`config.mk`:
```
export PLATFORM = sky130hd
export DESIGN_NAME = gle_cell
export DESIGN_NICKNAME = d
export VERILOG_FILES = /design/src/rtl/core/gle_pkg.sv /design/src/rtl/core/gle_cell.sv
export SDC_FILE = /design/constraint.sdc
export NUM_CORES = 1
export LEC_CHECK = 0
export ABC_AREA = 1
export BUFFER_PORTS_ARGS = -buffer_cell sky130_fd_sc_hd__buf_4
export CORE_MARGIN = 2
export CORE_UTILIZATION = 53
export DETAILED_ROUTE_END_ITERATION = 8
export GPL_TIMING_DRIVEN = 0
export PLACE_DENSITY = 0.82
export SLEW_MARGIN = 20
export SYNTH_ARGS = -nofsm -noshare
export SYNTH_HDL_FRONTEND = slang
export SYNTH_SLANG_ARGS = --single-unit
```
`constraint.sdc`:
```
create_clock -name clk -period 5.1 [get_ports clk]
set_clock_uncertainty 0.1 [all_clocks]
set_input_delay 1.02 -clock clk [delete_from_list [all_inputs] [get_ports clk]]
set_output_delay 1.02 -clock clk [all_outputs]
set_load 0.05 [all_outputs]
```
`src/rtl/core/gle_pkg.sv`:
```
// ----------------------------------------------------------------------------
// gle_pkg
// Shared types and constants of the gray Laplacian edge filter.
// ----------------------------------------------------------------------------
`default_nettype none

package gle_pkg;

	// line buffer depth and column range
	localparam int GLE_MAX_WIDTH = 1024;

	// configuration port
	localparam int CFG_WIDTH_W  = 11;
	localparam int CFG_HEIGHT_W = 13;
	localparam int CFG_DATA_W   = 13;
	localparam int CFG_INDEX_W  = 1;

	localparam logic [CFG_INDEX_W-1:0] REG_IMAGE_WIDTH  = 1'b0;
	localparam logic [CFG_INDEX_W-1:0] REG_IMAGE_HEIGHT = 1'b1;

	localparam logic [CFG_WIDTH_W-1:0]  IMAGE_WIDTH_RESET  = 11'd512;
	localparam logic [CFG_HEIGHT_W-1:0] IMAGE_HEIGHT_RESET = 13'd512;

	localparam logic [CFG_HEIGHT_W-1:0] HEIGHT_MIN = 13'd3;
	localparam logic [CFG_HEIGHT_W-1:0] HEIGHT_MAX = 13'd4096;

	// payload widths
	localparam int PIX_W   = 8;
	localparam int OUT_X_W = 10;
	localparam int ROW_W   = 12;

	// luma weights, q16, they sum to 65536
	localparam int          PROD_W = 24;
	localparam logic [15:0] COEF_R = 16'd19595;
	localparam logic [15:0] COEF_G = 16'd38470;
	localparam logic [15:0] COEF_B = 16'd7471;

	// one column of the 3x3 window, top is two rows above
	typedef struct packed {
		logic [PIX_W-1:0] top;
		logic [PIX_W-1:0] mid;
		logic [PIX_W-1:0] bot;
	} gle_col_t;

endpackage

`default_nettype wire

```
`src/rtl/core/gle_cell.sv`:
```
// ----------------------------------------------------------------------------
// gle_cell
// One column of the 3x3 window: holds three gray pixels, passes them on to
// the next cell on every shift and reports their sum.
// ----------------------------------------------------------------------------
`default_nettype none

module gle_cell import gle_pkg::*; (
	input  wire logic     clk,
	input  wire logic     arst_n,
	input  wire logic     shift,
	input  wire gle_col_t col_in,
	output gle_col_t      col_out,
	output logic [9:0]    col_sum
);

	gle_col_t col_q;

	always_ff @(posedge clk or negedge arst_n) begin
		if (!arst_n) begin
			col_q <= '0;
		end else if (shift) begin
			col_q <= col_in;
		end
	end

	assign col_out = col_q;
	assign col_sum = 10'(col_q.top) + 10'(col_q.mid) + 10'(col_q.bot);

endmodule

`default_nettype wire

```
==> metrics <==
Worst EP arrival approximately 3.0 ns; Avg Synthesized Cell Area around 9.0 um2; grt ovf 0; achievable frequency about 0.25 GHz; num ports between 60 and 70; CP dominant cell by count nand2_1; synthesis-to-layout area growth 31.7%; Final Hold Viols 0; Cells after DPL 290; status finished clean; most common cell after layout, fill and taps aside buf_4; Yosys cell types 21; Largest register FFs 24; Post-Synth Simple-Gate Area 0.198; Relative slew margins 0.799; combinational family with the most area after synthesis simple AND/OR/NAND/NOR gates; antenna violations before repair 0; Die Ht 60.4 um; static leakage roughly 1.2 nW; # fillers roughly 250; count of non-filler cells in the finished layout 294; peak supply drop 0.266 mV; GRT Overall Usage 0.220; CP Class flip-flop to output port; Final nets 297; Critical path buffers and inverters 2; Via density roughly 5; DIE AREA roughly 3600 um2; WL final ~3500 um; Post-Route Setup TNS 0 ns; CTS Hold Buffers Added 0; cell area after layout between 2000 and 2500 um2; area of the core between 3000 and 4000 um2; most frequent cells in the layout buf_4, nand2_1, dfrtp_1, mux2_2, inv_1; fraction of layout cells with a size suffix above 1 0.376; Worst path max stage delay slightly below 0.4 ns; initial core utilization 0.556; post-synthesis compound-gate area fraction 0.0446; First-pass DRT Iterations 4; slowest stage cell, crit path dfrtp_1; placed cell area 2180 um2; die width between 60 and 70 um; area of the mapped netlist 1680 um2; DRC Markers 0; Tot Pwr about 1.0 mW; syn_nets ~230; CP endpoint kind output port; DP Wirelength around 3000 um; Critical Path Start Type flip-flop; htree depth 1; Slew @ Worst Pin just over 0.3 ns; unrepaired setup endpoints after global routing no; # resized after CTS 0; Synth Instances approximately 190; power density over the cells 462 nW/um2; synthesized flop and latch total 24; crit-path cells ha_1 -> inv_1 -> fa_1 -> nand3b_1 -> nand2_2 -> xor2_1 -> ha_1 -> a21oi_1 -> nor2_1 -> nor2_1 -> nand2_1 -> nand2_1 -> nand2_1 -> buf_4; Yosys warnings 0; mux contribution to synthesized area 0.149; DR iter-0 viols 44; CTS tree built; largest net degree at the start of global routing 25; PortBufs 59; Routed wire per std cell between 10 and 15 um; sequential area share after synthesis 0.357; WP data required between 3 and 4 ns; maximum clock path buffer count 2; gpl congestion roughly 0.85; Rows 20; Post-CTS Setup Bufs 0; Synth Area in Adders 0.150; total of max-cap violations 0; area leader, netlist dfrtp_1; Clock Pin Slew Worst Setup and Hold Paths roughly 0.13 ns; delay-heaviest family, CP adder cells; Worst Hold Class flip-flop to flip-flop; Slew Viols, Final 0; vias in the first global route between 1000 and 1500; share of the synthesized area in the top cell type 0.357; total number of vias around 1500; Synth Area in XOR/XNOR 0.0364; Setup-failing EPs final 0; CP Max Fanout 4; final period utilization 0.799; total CTS buffers 3; n_diodes 0; first-pass GRT wire length between 6000 and 7000 um; CTS sink cnt 24; clock latency on the worst-skew pair slightly above 0.3 ns; Root Driver clkbuf_4; final critical-path required period between 4 and 5 ns; R2R setup slack 4.17 ns; ranking of synthesized cells by area dfrtp_1, mux2_2, ha_1; antenna-violating nets left 0
==> metrics by stage <==
step           hold slack, ns  setup slack (ns)   util
4_1_cts                 0.458              1.00  0.733
3_3_place_gp            0.425              1.43  0.721
3_5_place_dp            0.429              1.37  0.721
2_1_floorplan           0.624             0.877      -
6_report                0.457              1.03  0.733
5_1_grt                 0.479             0.753  0.733
==> final timing paths <==
kind                               endpoint        start  depth (start not counted)
worst min-delay path            col_out[22]  col_out[22]                          1
worst max register to register   col_out[1]   col_out[1]                          1
worst max-delay path             col_sum[7]   col_out[8]                         14
min in group asynchronous        col_out[6]       arst_n                          1
max in group asynchronous       col_out[18]       arst_n                          1
worst min register to register  col_out[22]  col_out[22]                          1
==> Yosys cell counts (all sizes together) <==
| cell | instances |
|---|---|
| xor2 | 6 |
| dfrtp | 24 |
| buf | 3 |
| nand2 | 53 |
| mux2 | 22 |
| inv | 20 |
| xnor2 | 1 |
| o21bai | 1 |
| ha | 17 |
| a21oi | 10 |
| nand4 | 2 |
| nor2 | 10 |
| fa | 2 |
| o21ai | 2 |
| nand3 | 13 |
| nand3b | 1 |
==> per-layer routing <==
metal | vias to the layer above | track usage | wire length [um]
met5 | - | 0 | 0
met4 | 0 | 0.0667 | 35
met3 | 4 | 0.00640 | 84
met2 | 29 | 0.408 | 1870
met1 | 674 | 0.279 | 1520
li1 | 747 | - | -
==> area by class of cell <==
cell class / instances / area [um2] / share of cell area
clock buffer: 4 / 36.3 / 0.0164
timing repair buffer: 59 / 443 / 0.200
inverter: 20 / 75.1 / 0.0338
multi-input combinational: 140 / 975 / 0.439
sequential: 24 / 601 / 0.271
tap: 44 / 55.1 / 0.0248
buffer: 3 / 33.8 / 0.0152
==> report_power, final <==
part | total (mW) | internal (mW) | switching, mW
sequential | 0.227 | 0.209 | 0.0175
clock | 0.0996 | 0.0436 | 0.0560
combinational | 0.700 | 0.228 | 0.471
total | 1.03 | 0.481 | 0.545
==> logic make-up after synthesis <==
family | Yosys count
and+or+nand+nor | 79
adders and majority gates | 19
DFF | 24
AOI/OAI and AO/OA | 13
muxes | 22
xor gates and xnor gates | 7
buffers and inverters | 23
Power figures use the tool's default switching activity.
